$ cat config.mk
export PLATFORM = sky130hd
export DESIGN_NAME = mpeg_audio_header_decode
export DESIGN_NICKNAME = d
export VERILOG_FILES = /design/src/rtl/mahd_pkg.sv /design/src/rtl/mahd_front.sv /design/src/rtl/mahd_queue.sv /design/src/rtl/mahd_back.sv /design/src/rtl/mpeg_audio_header_decode.sv
export SDC_FILE = /design/constraint.sdc
export NUM_CORES = 2
export LEC_CHECK = 0
export BUFFER_PORTS_ARGS = -buffer_cell sky130_fd_sc_hd__buf_2
export CORE_UTILIZATION = 36
export CTS_CLUSTER_SIZE = 30
export DETAILED_ROUTE_END_ITERATION = 10
export SLEW_MARGIN = 20
export SYNTH_ARGS = -nofsm -noshare
export SYNTH_HDL_FRONTEND = slang
export SYNTH_SLANG_ARGS = --single-unit
$ cat constraint.sdc
create_clock -name clock -period 20.5 [get_ports clock]
set_input_delay 1.025 -clock clock [delete_from_list [all_inputs] [get_ports clock]]
set_output_delay 1.025 -clock clock [all_outputs]
set_load 0.01 [all_outputs]
$ cat src/rtl/mahd_pkg.sv
`timescale 1ns / 1ps
// ----------------------------------------------------------------------------
// mahd_pkg - MPEG audio header decode shared definitions
// Transaction structs, queue entry and stage types, and the rate, bitrate
// and reciprocal tables used by the front section.
// ----------------------------------------------------------------------------
package mahd_pkg;

   // Header constants
   localparam logic [10:0] SYNC_PATTERN = 11'h7ff;
   localparam logic [1:0]  LCODE_RESERVED = 2'd0;
   localparam logic [1:0]  LCODE_LAYER1 = 2'd3;
   localparam logic [3:0]  BRI_FREE = 4'd0;
   localparam logic [3:0]  BRI_BAD = 4'd15;
   localparam logic [1:0]  RATE_RESERVED = 2'd3;
   localparam logic [1:0]  MODE_MONO = 2'd3;
   localparam logic [1:0]  LAYER_1 = 2'd1;
   localparam logic [1:0]  LAYER_2 = 2'd2;
   localparam logic [3:0]  FIDX_MAX = 4'd8;

   // Frame length multipliers (bit-rate in kbit/s times these over hz)
   localparam logic [17:0] MUL_LAYER1 = 18'd12000;
   localparam logic [17:0] MUL_SLOTS = 18'd144000;
   localparam logic [17:0] MUL_SLOTS_LSF = 18'd72000;

   // Reciprocal scale: floor(2^RECIP_SHIFT / hz), numerator below 2^RECIP_SHIFT
   localparam int RECIP_SHIFT = 26;
   localparam int NUMER_W = 26;
   localparam int RECIP_W = 14;
   localparam int QUOT_W = 12;

   typedef struct packed {
      logic [10:0] sync_word;
      logic        ext_flag;
      logic        version_id;
      logic [1:0]  layer_code;
      logic        crc_absent;
      logic [3:0]  bitrate_index;
      logic [1:0]  rate_index;
      logic        padding;
      logic [1:0]  channel_mode;
   } req_type;

   typedef struct packed {
      logic        header_valid;
      logic        decode_ok;
      logic [1:0]  layer_number;
      logic [11:0] payload_len;
      logic        low_rate_flag;
      logic        two_channels;
      logic [5:0]  side_info_bytes;
      logic [15:0] sample_rate_hz;
      logic [8:0]  bitrate_kbps;
      logic [3:0]  rate_table_index;
   } rsp_type;

   // Fields decoded by the front section, carried through the back pipeline
   typedef struct packed {
      logic        hdr_ok;
      logic [1:0]  layer;
      logic        lsf;
      logic        chan;
      logic [5:0]  side;
      logic [15:0] hz;
      logic [8:0]  br;
      logic [3:0]  fidx;
      logic        pad;
   } info_type;

   // Queue entry: decoded info plus divider operands
   typedef struct packed {
      info_type             info;
      logic [NUMER_W-1:0]   numer;
      logic [RECIP_W-1:0]   recip;
   } entry_type;

   // Bit-rate table lookup in kbit/s
   function automatic logic [8:0] kbps_lookup(input logic lsf, input logic [1:0] layer,
                                              input logic [3:0] bri);
      logic [8:0] v;
      v = 9'd0;
      if (!lsf) begin
         case (layer)
            LAYER_1: begin
               case (bri)
                  4'd1: v = 9'd32;   4'd2: v = 9'd64;   4'd3: v = 9'd96;
                  4'd4: v = 9'd128;  4'd5: v = 9'd160;  4'd6: v = 9'd192;
                  4'd7: v = 9'd224;  4'd8: v = 9'd256;  4'd9: v = 9'd288;
                  4'd10: v = 9'd320; 4'd11: v = 9'd352; 4'd12: v = 9'd384;
                  4'd13: v = 9'd416; 4'd14: v = 9'd448;
                  default: v = 9'd0;
               endcase
            end
            LAYER_2: begin
               case (bri)
                  4'd1: v = 9'd32;   4'd2: v = 9'd48;   4'd3: v = 9'd56;
                  4'd4: v = 9'd64;   4'd5: v = 9'd80;   4'd6: v = 9'd96;
                  4'd7: v = 9'd112;  4'd8: v = 9'd128;  4'd9: v = 9'd160;
                  4'd10: v = 9'd192; 4'd11: v = 9'd224; 4'd12: v = 9'd256;
                  4'd13: v = 9'd320; 4'd14: v = 9'd384;
                  default: v = 9'd0;
               endcase
            end
            default: begin
               case (bri)
                  4'd1: v = 9'd32;   4'd2: v = 9'd40;   4'd3: v = 9'd48;
                  4'd4: v = 9'd56;   4'd5: v = 9'd64;   4'd6: v = 9'd80;
                  4'd7: v = 9'd96;   4'd8: v = 9'd112;  4'd9: v = 9'd128;
                  4'd10: v = 9'd160; 4'd11: v = 9'd192; 4'd12: v = 9'd224;
                  4'd13: v = 9'd256; 4'd14: v = 9'd320;
                  default: v = 9'd0;
               endcase
            end
         endcase
      end else if (layer == LAYER_1) begin
         case (bri)
            4'd1: v = 9'd32;   4'd2: v = 9'd48;   4'd3: v = 9'd56;
            4'd4: v = 9'd64;   4'd5: v = 9'd80;   4'd6: v = 9'd96;
            4'd7: v = 9'd112;  4'd8: v = 9'd128;  4'd9: v = 9'd144;
            4'd10: v = 9'd160; 4'd11: v = 9'd176; 4'd12: v = 9'd192;
            4'd13: v = 9'd224; 4'd14: v = 9'd256;
            default: v = 9'd0;
         endcase
      end else begin
         case (bri)
            4'd1: v = 9'd8;    4'd2: v = 9'd16;   4'd3: v = 9'd24;
            4'd4: v = 9'd32;   4'd5: v = 9'd40;   4'd6: v = 9'd48;
            4'd7: v = 9'd56;   4'd8: v = 9'd64;   4'd9: v = 9'd80;
            4'd10: v = 9'd96;  4'd11: v = 9'd112; 4'd12: v = 9'd128;
            4'd13: v = 9'd144; 4'd14: v = 9'd160;
            default: v = 9'd0;
         endcase
      end
      return v;
   endfunction

   // Sampling rate table in hertz
   function automatic logic [15:0] hz_lookup(input logic [3:0] fidx);
      logic [15:0] v;
      case (fidx)
         4'd0: v = 16'd44100;
         4'd1: v = 16'd48000;
         4'd2: v = 16'd32000;
         4'd3: v = 16'd22050;
         4'd4: v = 16'd24000;
         4'd5: v = 16'd16000;
         4'd6: v = 16'd11025;
         4'd7: v = 16'd12000;
         default: v = 16'd8000;
      endcase
      return v;
   endfunction

   // floor(2^26 / hz) for each table rate
   function automatic logic [RECIP_W-1:0] recip_lookup(input logic [3:0] fidx);
      logic [RECIP_W-1:0] v;
      case (fidx)
         4'd0: v = RECIP_W'(1521);
         4'd1: v = RECIP_W'(1398);
         4'd2: v = RECIP_W'(2097);
         4'd3: v = RECIP_W'(3043);
         4'd4: v = RECIP_W'(2796);
         4'd5: v = RECIP_W'(4194);
         4'd6: v = RECIP_W'(6086);
         4'd7: v = RECIP_W'(5592);
         default: v = RECIP_W'(8388);
      endcase
      return v;
   endfunction

endpackage

$ cat src/rtl/mahd_front.sv
`timescale 1ns / 1ps
// ----------------------------------------------------------------------------
// mahd_front - header check and field classification
// Validates one header, decodes layer, rates and side-info size, and forms
// the dividend and reciprocal for the frame length division.
// ----------------------------------------------------------------------------
module mahd_front
   import mahd_pkg::*;
(
   input  req_type   hdr,
   output entry_type entry
);

   logic        hdr_ok;
   logic        lsf;
   logic [3:0]  fidx_raw;
   logic [3:0]  fidx;
   logic [1:0]  layer;
   logic        chan;
   logic [5:0]  side;
   logic [8:0]  br;
   logic [17:0] mul_k;
   logic [26:0] numer_full;

   // Header checks
   assign hdr_ok = (hdr.sync_word == SYNC_PATTERN) &&
                   (hdr.layer_code != LCODE_RESERVED) &&
                   (hdr.bitrate_index != BRI_FREE) &&
                   (hdr.bitrate_index != BRI_BAD) &&
                   (hdr.rate_index != RATE_RESERVED) &&
                   !(hdr.version_id && (hdr.layer_code == LCODE_LAYER1) &&
                     hdr.crc_absent);

   // Version, rate index and layer decode
   always_comb begin
      lsf = ~(hdr.ext_flag & hdr.version_id);
      if (!hdr.ext_flag)
         fidx_raw = {2'b00, hdr.rate_index} + 4'd6;
      else if (lsf)
         fidx_raw = {2'b00, hdr.rate_index} + 4'd3;
      else
         fidx_raw = {2'b00, hdr.rate_index};
      fidx  = (fidx_raw > FIDX_MAX) ? FIDX_MAX : fidx_raw;
      layer = 2'd0 - hdr.layer_code;
      chan  = (hdr.channel_mode != MODE_MONO);
      br    = kbps_lookup(lsf, layer, hdr.bitrate_index);
   end

   // Layer 3 side info and the slot multiplier
   always_comb begin
      side  = 6'd0;
      mul_k = MUL_SLOTS;
      case (layer)
         LAYER_1: mul_k = MUL_LAYER1;
         LAYER_2: mul_k = MUL_SLOTS;
         default: begin
            mul_k = lsf ? MUL_SLOTS_LSF : MUL_SLOTS;
            case ({lsf, chan})
               2'b00:   side = 6'd17;
               2'b01:   side = 6'd32;
               2'b10:   side = 6'd9;
               default: side = 6'd17;
            endcase
            if (!hdr.crc_absent)
               side = side + 6'd2;
         end
      endcase
   end

   // Dividend: kbit/s times slot multiplier (below 2^26)
   assign numer_full = 27'(br) * 27'(mul_k);

   always_comb begin
      entry.info.hdr_ok = hdr_ok;
      entry.info.layer  = layer;
      entry.info.lsf    = lsf;
      entry.info.chan   = chan;
      entry.info.side   = side;
      entry.info.hz     = hz_lookup(fidx);
      entry.info.br     = br;
      entry.info.fidx   = fidx;
      entry.info.pad    = hdr.padding;
      entry.numer       = numer_full[NUMER_W-1:0];
      entry.recip       = recip_lookup(fidx);
   end

endmodule

$ cat src/rtl/mahd_queue.sv
`timescale 1ns / 1ps
// ----------------------------------------------------------------------------
// mahd_queue - classified header queue
// Small FIFO between the front and back sections.
// ----------------------------------------------------------------------------
module mahd_queue
   import mahd_pkg::*;
#(
   parameter int DEPTH = 2
) (
   input  logic      clock,
   input  logic      reset,
   input  logic      push,
   input  entry_type push_data,
   input  logic      pop,
   output entry_type head,
   output logic      not_empty,
   output logic      full
);

   localparam int PTR_W = (DEPTH > 1) ? $clog2(DEPTH) : 1;
   localparam int CNT_W = $clog2(DEPTH + 1);

   entry_type          store_ff [DEPTH];
   logic [PTR_W-1:0]   wr_ptr_ff, wr_ptr_in;
   logic [PTR_W-1:0]   rd_ptr_ff, rd_ptr_in;
   logic [CNT_W-1:0]   count_ff, count_in;
   logic               do_push, do_pop;

   assign not_empty = (count_ff != CNT_W'(0));
   assign full      = (count_ff == CNT_W'(DEPTH));
   assign do_push   = push && !full;
   assign do_pop    = pop && not_empty;
   assign head      = store_ff[rd_ptr_ff];

   // Pointer and occupancy update
   always_comb begin
      wr_ptr_in = wr_ptr_ff;
      rd_ptr_in = rd_ptr_ff;
      count_in  = count_ff;
      if (do_push)
         wr_ptr_in = (wr_ptr_ff == PTR_W'(DEPTH - 1)) ? PTR_W'(0) : wr_ptr_ff + PTR_W'(1);
      if (do_pop)
         rd_ptr_in = (rd_ptr_ff == PTR_W'(DEPTH - 1)) ? PTR_W'(0) : rd_ptr_ff + PTR_W'(1);
      if (do_push && !do_pop)
         count_in = count_ff + CNT_W'(1);
      else if (do_pop && !do_push)
         count_in = count_ff - CNT_W'(1);
   end

   always_ff @(posedge clock) begin
      if (reset) begin
         wr_ptr_ff <= '0;
         rd_ptr_ff <= '0;
         count_ff  <= '0;
      end else begin
         wr_ptr_ff <= wr_ptr_in;
         rd_ptr_ff <= rd_ptr_in;
         count_ff  <= count_in;
      end
   end

   // Entry storage
   always_ff @(posedge clock) begin
      if (do_push)
         store_ff[wr_ptr_ff] <= push_data;
   end

endmodule

$ cat src/rtl/mahd_back.sv
`timescale 1ns / 1ps
// ----------------------------------------------------------------------------
// mahd_back - frame length divider and result formatting
// Three-stage pipeline: reciprocal multiply, remainder product, then the
// quotient correction, frame length arithmetic and result register.
// ----------------------------------------------------------------------------
module mahd_back
   import mahd_pkg::*;
(
   input  logic      clock,
   input  logic      reset,
   input  logic      entry_valid,
   input  entry_type entry,
   output logic      rsp_valid,
   output rsp_type   rsp_data
);

   localparam int PROD_W = NUMER_W + RECIP_W;

   // Stage 1: quotient estimate
   logic               s1_valid_ff;
   info_type           s1_info_ff;
   logic [NUMER_W-1:0] s1_numer_ff;
   logic [QUOT_W-1:0]  s1_qest_ff;
   logic [PROD_W-1:0]  recip_prod;

   // Stage 2: estimate times divisor
   logic               s2_valid_ff;
   info_type           s2_info_ff;
   logic [NUMER_W-1:0] s2_numer_ff;
   logic [QUOT_W-1:0]  s2_qest_ff;
   logic [NUMER_W-1:0] s2_back_ff;
   logic [27:0]        back_prod;

   // Stage 3: correction and length
   logic [NUMER_W-1:0] rem;
   logic [QUOT_W-1:0]  quot;
   logic [11:0]        slots;
   logic [11:0]        len;
   rsp_type            rsp_in;
   logic               rsp_valid_ff;
   rsp_type            rsp_data_ff;

   assign recip_prod = PROD_W'(entry.numer) * PROD_W'(entry.recip);
   assign back_prod  = 28'(s1_qest_ff) * 28'(s1_info_ff.hz);

   // Valid pipeline
   always_ff @(posedge clock) begin
      if (reset) begin
         s1_valid_ff  <= 1'b0;
         s2_valid_ff  <= 1'b0;
         rsp_valid_ff <= 1'b0;
      end else begin
         s1_valid_ff  <= entry_valid;
         s2_valid_ff  <= s1_valid_ff;
         rsp_valid_ff <= s2_valid_ff;
      end
   end

   // Data pipeline
   always_ff @(posedge clock) begin
      s1_info_ff  <= entry.info;
      s1_numer_ff <= entry.numer;
      s1_qest_ff  <= recip_prod[RECIP_SHIFT +: QUOT_W];
      s2_info_ff  <= s1_info_ff;
      s2_numer_ff <= s1_numer_ff;
      s2_qest_ff  <= s1_qest_ff;
      s2_back_ff  <= back_prod[NUMER_W-1:0];
      rsp_data_ff <= rsp_in;
   end

   // Estimate is low by at most one: bump when the remainder reaches the divisor
   always_comb begin
      rem   = s2_numer_ff - s2_back_ff;
      quot  = (rem >= NUMER_W'(s2_info_ff.hz)) ? s2_qest_ff + QUOT_W'(1) : s2_qest_ff;
      slots = quot + {11'd0, s2_info_ff.pad};
      case (s2_info_ff.layer)
         LAYER_1: len = {slots[9:0], 2'b00} - 12'd4;
         LAYER_2: len = slots - 12'd4;
         default: len = slots - 12'd4 - {6'd0, s2_info_ff.side};
      endcase
   end

   // Result formatting; a failed header clears every field
   always_comb begin
      rsp_in = '0;
      if (s2_info_ff.hdr_ok) begin
         rsp_in.header_valid     = 1'b1;
         rsp_in.decode_ok        = (len != 12'd0);
         rsp_in.layer_number     = s2_info_ff.layer;
         rsp_in.payload_len      = len;
         rsp_in.low_rate_flag    = s2_info_ff.lsf;
         rsp_in.two_channels     = s2_info_ff.chan;
         rsp_in.side_info_bytes  = s2_info_ff.side;
         rsp_in.sample_rate_hz   = s2_info_ff.hz;
         rsp_in.bitrate_kbps     = s2_info_ff.br;
         rsp_in.rate_table_index = s2_info_ff.fidx;
      end
   end

   assign rsp_valid = rsp_valid_ff;
   assign rsp_data  = rsp_data_ff;

endmodule

$ cat src/rtl/mpeg_audio_header_decode.sv
`timescale 1ns / 1ps
// ----------------------------------------------------------------------------
// mpeg_audio_header_decode - MPEG-1/2/2.5 audio frame header decoder
// Checks one frame header and returns layer, rates, side-info size and
// frame length, one result per accepted header.
// ----------------------------------------------------------------------------
// Usage:
//   A header transaction is taken on a clock edge where start is high and
//   busy is low; req_data carries the header fields. Each header gives
//   exactly one result on rsp_data, marked by rsp_valid for one cycle.
//   The front section checks and classifies the header and forms the
//   divider operands in the accept cycle, writing them into a short queue.
//   The back section pops one entry per cycle into a three-stage pipeline
//   (reciprocal multiply, remainder product, correction and format).
//   An accepted header passes the queue, stage 1, stage 2 and result registers.
//   Throughput: one header per cycle; the back pipeline drains the queue
//   every cycle, so the queue never holds more than one entry and busy
//   stays low when QUEUE_DEPTH is above one.
//   Reset clears the queue and pipeline valid bits; no result is in flight
//   after reset. The receiver cannot stall: results must be taken as shown.
// ----------------------------------------------------------------------------
module mpeg_audio_header_decode
   import mahd_pkg::*;
#(
   parameter int QUEUE_DEPTH = 2
) (
   input  logic    clock,
   input  logic    reset,
   input  logic    start,
   output logic    busy,
   input  req_type req_data,
   output logic    rsp_valid,
   output rsp_type rsp_data
);

   entry_type front_entry;
   entry_type queue_head;
   logic      queue_not_empty;
   logic      queue_full;

   mahd_front u_front (
      .hdr   (req_data),
      .entry (front_entry)
   );

   mahd_queue #(
      .DEPTH (QUEUE_DEPTH)
   ) u_queue (
      .clock     (clock),
      .reset     (reset),
      .push      (start),
      .push_data (front_entry),
      .pop       (queue_not_empty),
      .head      (queue_head),
      .not_empty (queue_not_empty),
      .full      (queue_full)
   );

   mahd_back u_back (
      .clock       (clock),
      .reset       (reset),
      .entry_valid (queue_not_empty),
      .entry       (queue_head),
      .rsp_valid   (rsp_valid),
      .rsp_data    (rsp_data)
   );

   assign busy = queue_full;

endmodule
==> impl_metrics.py <==
metrics = {
    "floorplanning": {
        "pin_count": 83,
        "initial_core_util_pct": 36.3,
        "die_h_um": 281,
        "die_area_mm2": 0.0792,
        "rows": 102,
        "fp.coreArea_mm2": 0.0773,
        "dieWidth_um": 281,
    },
    "final_layout": {
        "final_common_cell": "inv_1",
        "register_area_mm2": 0.00813,
        "multi_input_area_mm2": 0.0178,
        "fin_nets": 3496,
        "final_cell_area_mm2": 0.0310,
        "area_delta_synth_final_pct": 10.3,
        "num-fill-cells": 7619,
        "drive_above_1_share_pct": 8.63,
        "layout_common_cells": "inv_1, fa_1, nand2_1, ha_1, dfxtp_1",
    },
    "setup_path": {
        "crit_path_top_delay_cell": "and3_1",
        "critPathLaunchType": "flop",
        "critical_path_arrival_ns": 9.49,
        "cp.required_ns": 20.91,
        "critPathCapture": "u_back.rsp_data[51]",
        "cp_slowest_stage_delay_ns": 0.68,
        "endpoint_kind": "flop",
        "r2r_setup_slack_ns": 11.42,
        "r2r-start": "u_back.s2_back_ff[8]",
        "r2r_end": "u_back.rsp_data[51]",
        "path_class": "reg2reg",
        "cp_common_cell": "ha_1",
        "worstPathMaxFanout": 15,
        "startpoint": "u_back.s2_back_ff[8]",
        "reg2regPathDepth": 34,
    },
    "timing": {
        "min_period_ns": 9.08,
        "worst_slew_pin_slew_ns": 0.984,
        "timing.final.ws_setup_ns": 11.42,
        "slew_violations": 0,
        "relSlewSlack_pct": 33.1,
        "hold_viol": 0,
        "skew_ns": 0.0232,
        "tns_ns": 0,
        "fmax_ghz": 0.110,
        "rsz0062_at_grt": "no",
        "period_share_pct": 44.3,
        "setup_viol": 0,
    },
    "job": {
        "drv_cap": 0,
    },
    "synth": {
        "avgSynthCellArea_um2": 10.0,
        "ys_async_sr_fraction_pct": 0,
        "ys_seq_elements": 341,
        "synth_cell_types": 87,
        "yosysWarnings": 0,
        "synth-edff-count": 130,
        "synthFlopType": "dfxtp_1",
        "synth.area.top_cells": "fa_1, dfxtp_1, edfxtp_1",
        "yosysSeqAreaShare_pct": 28.9,
        "syn_area_mm2": 0.0281,
        "synth_top_area_share_pct": 24.8,
        "syn_inst": 2798,
        "yosysTopAreaCell": "fa_1",
    },
    "outcome": {
        "outcome": "complete, no violations",
    },
    "global_route": {
        "gr-total-overflow": 0,
        "grt_pass1_vias": 19700,
        "grt_max_degree": 66,
        "grt_pass1_wl_um": 104000,
        "antenna_found_initial": 2,
        "grt_util_all_layers_pct": 16.7,
    },
    "clock_tree": {
        "postCtsSetupBuffers": 0,
        "clock-sinks": 341,
        "cts_buffers": 38,
        "cts_hold_buf": 0,
        "cts.path.max_buffers": 3,
        "clkTransAtPathRegs_ns": 0.06,
        "cts_root_buf": "clkbuf_16",
        "cts_resized": 0,
        "clkLatencyLatePin_ns": 0.57,
        "cts_max_level": 2,
        "cts_tree": "yes",
    },
    "drt": {
        "viasPerCell": 4.80,
        "via_count": 18900,
        "ant_nets": 0,
        "drc": 0,
        "wl_um": 63400,
        "drt-pass1-iter-count": 5,
        "dr.first_iter.drc_count": 926,
        "routedWlPerCell_um": 16.2,
    },
    "place": {
        "portBuffers": 77,
        "postPlaceCellArea_mm2": 0.0296,
        "place_ws_ns": 11.48,
        "dp_hpwl_um": 48900,
        "gp_congestion": 0.885,
    },
    "min_path": {
        "hold_class": "reg2reg",
    },
}
## cells in the mapped netlist, types with 9 or more instances
| cell type | n |
|---|---|
| a21o_1 | 12 |
| a21oi_1 | 73 |
| a31oi_1 | 9 |
| and2_1 | 122 |
| and3_1 | 14 |
| buf_1 | 15 |
| clkbuf_1 | 66 |
| clkinv_1 | 12 |
| dfxtp_1 | 211 |
| edfxtp_1 | 130 |
| fa_1 | 348 |
| ha_1 | 266 |
| inv_1 | 463 |
| mux2_2 | 48 |
| mux2i_1 | 30 |
| nand2_1 | 336 |
| nand2b_1 | 16 |
| nand3_1 | 23 |
| nand4_1 | 11 |
| nor2_1 | 182 |
| nor2b_1 | 28 |
| nor3_1 | 26 |
| nor4_1 | 12 |
| o21a_1 | 17 |
| o21ai_0 | 52 |
| o21bai_1 | 12 |
| or2_2 | 10 |
| or3_1 | 10 |
| xnor2_1 | 75 |
| xor2_1 | 32 |
## through the flow
stage               cells  utilization [%]  hold slack, ns
finish               3925             40.1           0.325
global route         3925             40.1           0.332
CTS                  3924             40.1           0.325
detailed placement   3854             38.3           0.312
global placement     3854             38.3           0.311
floorplan            2804                -           0.310
## how the worst min path moves through the flow
stage | startpoint | to | slack, ns | cells after the start
2_1_floorplan | u_back.s1_info_ff[0] | u_back.s2_info_ff[0] | 0.31 | 0
3_3_place_gp | u_back.s1_info_ff[40] | u_back.s2_info_ff[40] | 0.31 | 0
3_5_place_dp | u_back.s1_numer_ff[21] | u_back.s2_numer_ff[21] | 0.31 | 0
4_1_cts | u_back.s1_numer_ff[22] | u_back.s2_numer_ff[22] | 0.32 | 0
5_1_grt | u_back.s1_numer_ff[22] | u_back.s2_numer_ff[22] | 0.33 | 0
6_report | u_back.s1_numer_ff[22] | u_back.s2_numer_ff[22] | 0.32 | 0
## per-layer routing
metal | routed length (um) | up-vias | global-route usage (%)
met5 | 13 | - | 0
met4 | 1500 | 2 | 5.00
met3 | 2900 | 99 | 2.60
met2 | 30800 | 384 | 28.3
met1 | 28200 | 9324 | 21.8
li1 | - | 9047 | -
## kinds of logic (layout without fill, tap and decap cells)
| group | count (synthesis) | count (layout) | share of synthesized area (%) |
|---|---|---|---|
| AOI/OAI and AO/OA | 262 | 262 | 6.36 |
| adders and majority gates | 614 | 614 | 36.6 |
| DFF | 341 | 341 | 28.9 |
| muxes | 78 | 78 | 2.99 |
| buffers and inverters | 569 | 649 | 7.75 |
| xor gates and xnor gates | 111 | 111 | 3.61 |
| and+or+nand+nor | 822 | 822 | 13.7 |
| other | 1 | 8 | 0.0133 |
## area by class of cell
class | instances | share of cell area [%]
clock inverters | 19 | 0.771
diodes | 1 | 0.00807
inverters | 476 | 5.76
clock buffers | 51 | 3.66
repair buffers | 103 | 1.87
well taps | 1040 | 4.20
multi-input cells | 1894 | 57.5
flip-flops and latches | 341 | 26.2
## registers in the layout, summed over array words and instances, names as in the netlist, named ones only
name / count
u_back.s2_numer_ff: 18
u_back.rsp_data: 47
u_back.rsp_valid: 1
u_back.s1_valid_ff: 1
u_back.s2_qest_ff: 12
u_back.s2_back_ff: 26
u_queue.rd_ptr_ff: 1
u_back.s1_info_ff: 35
u_back.s2_info_ff: 35
u_queue.store_ff: 130
u_queue.count_ff: 2
u_back.s1_numer_ff: 18
u_back.s2_valid_ff: 1
u_back.s1_qest_ff: 12
u_queue.wr_ptr_ff: 1
## worst max-delay path: cells and delay by family (launching register included)
family / cells / cell delay, ns
AOI/OAI and AO/OA: 10 / 2.44
xor gates and xnor gates: 4 / 0.96
adders and majority gates: 6 / 1.72
buffers and inverters: 3 / 0.30
DFF: 1 / 0.30
and+or+nand+nor: 11 / 3.22
Power is left out: the tool's default activity adds up to more than one toggle a clock period on the data nets, which glitch-free logic cannot reach.
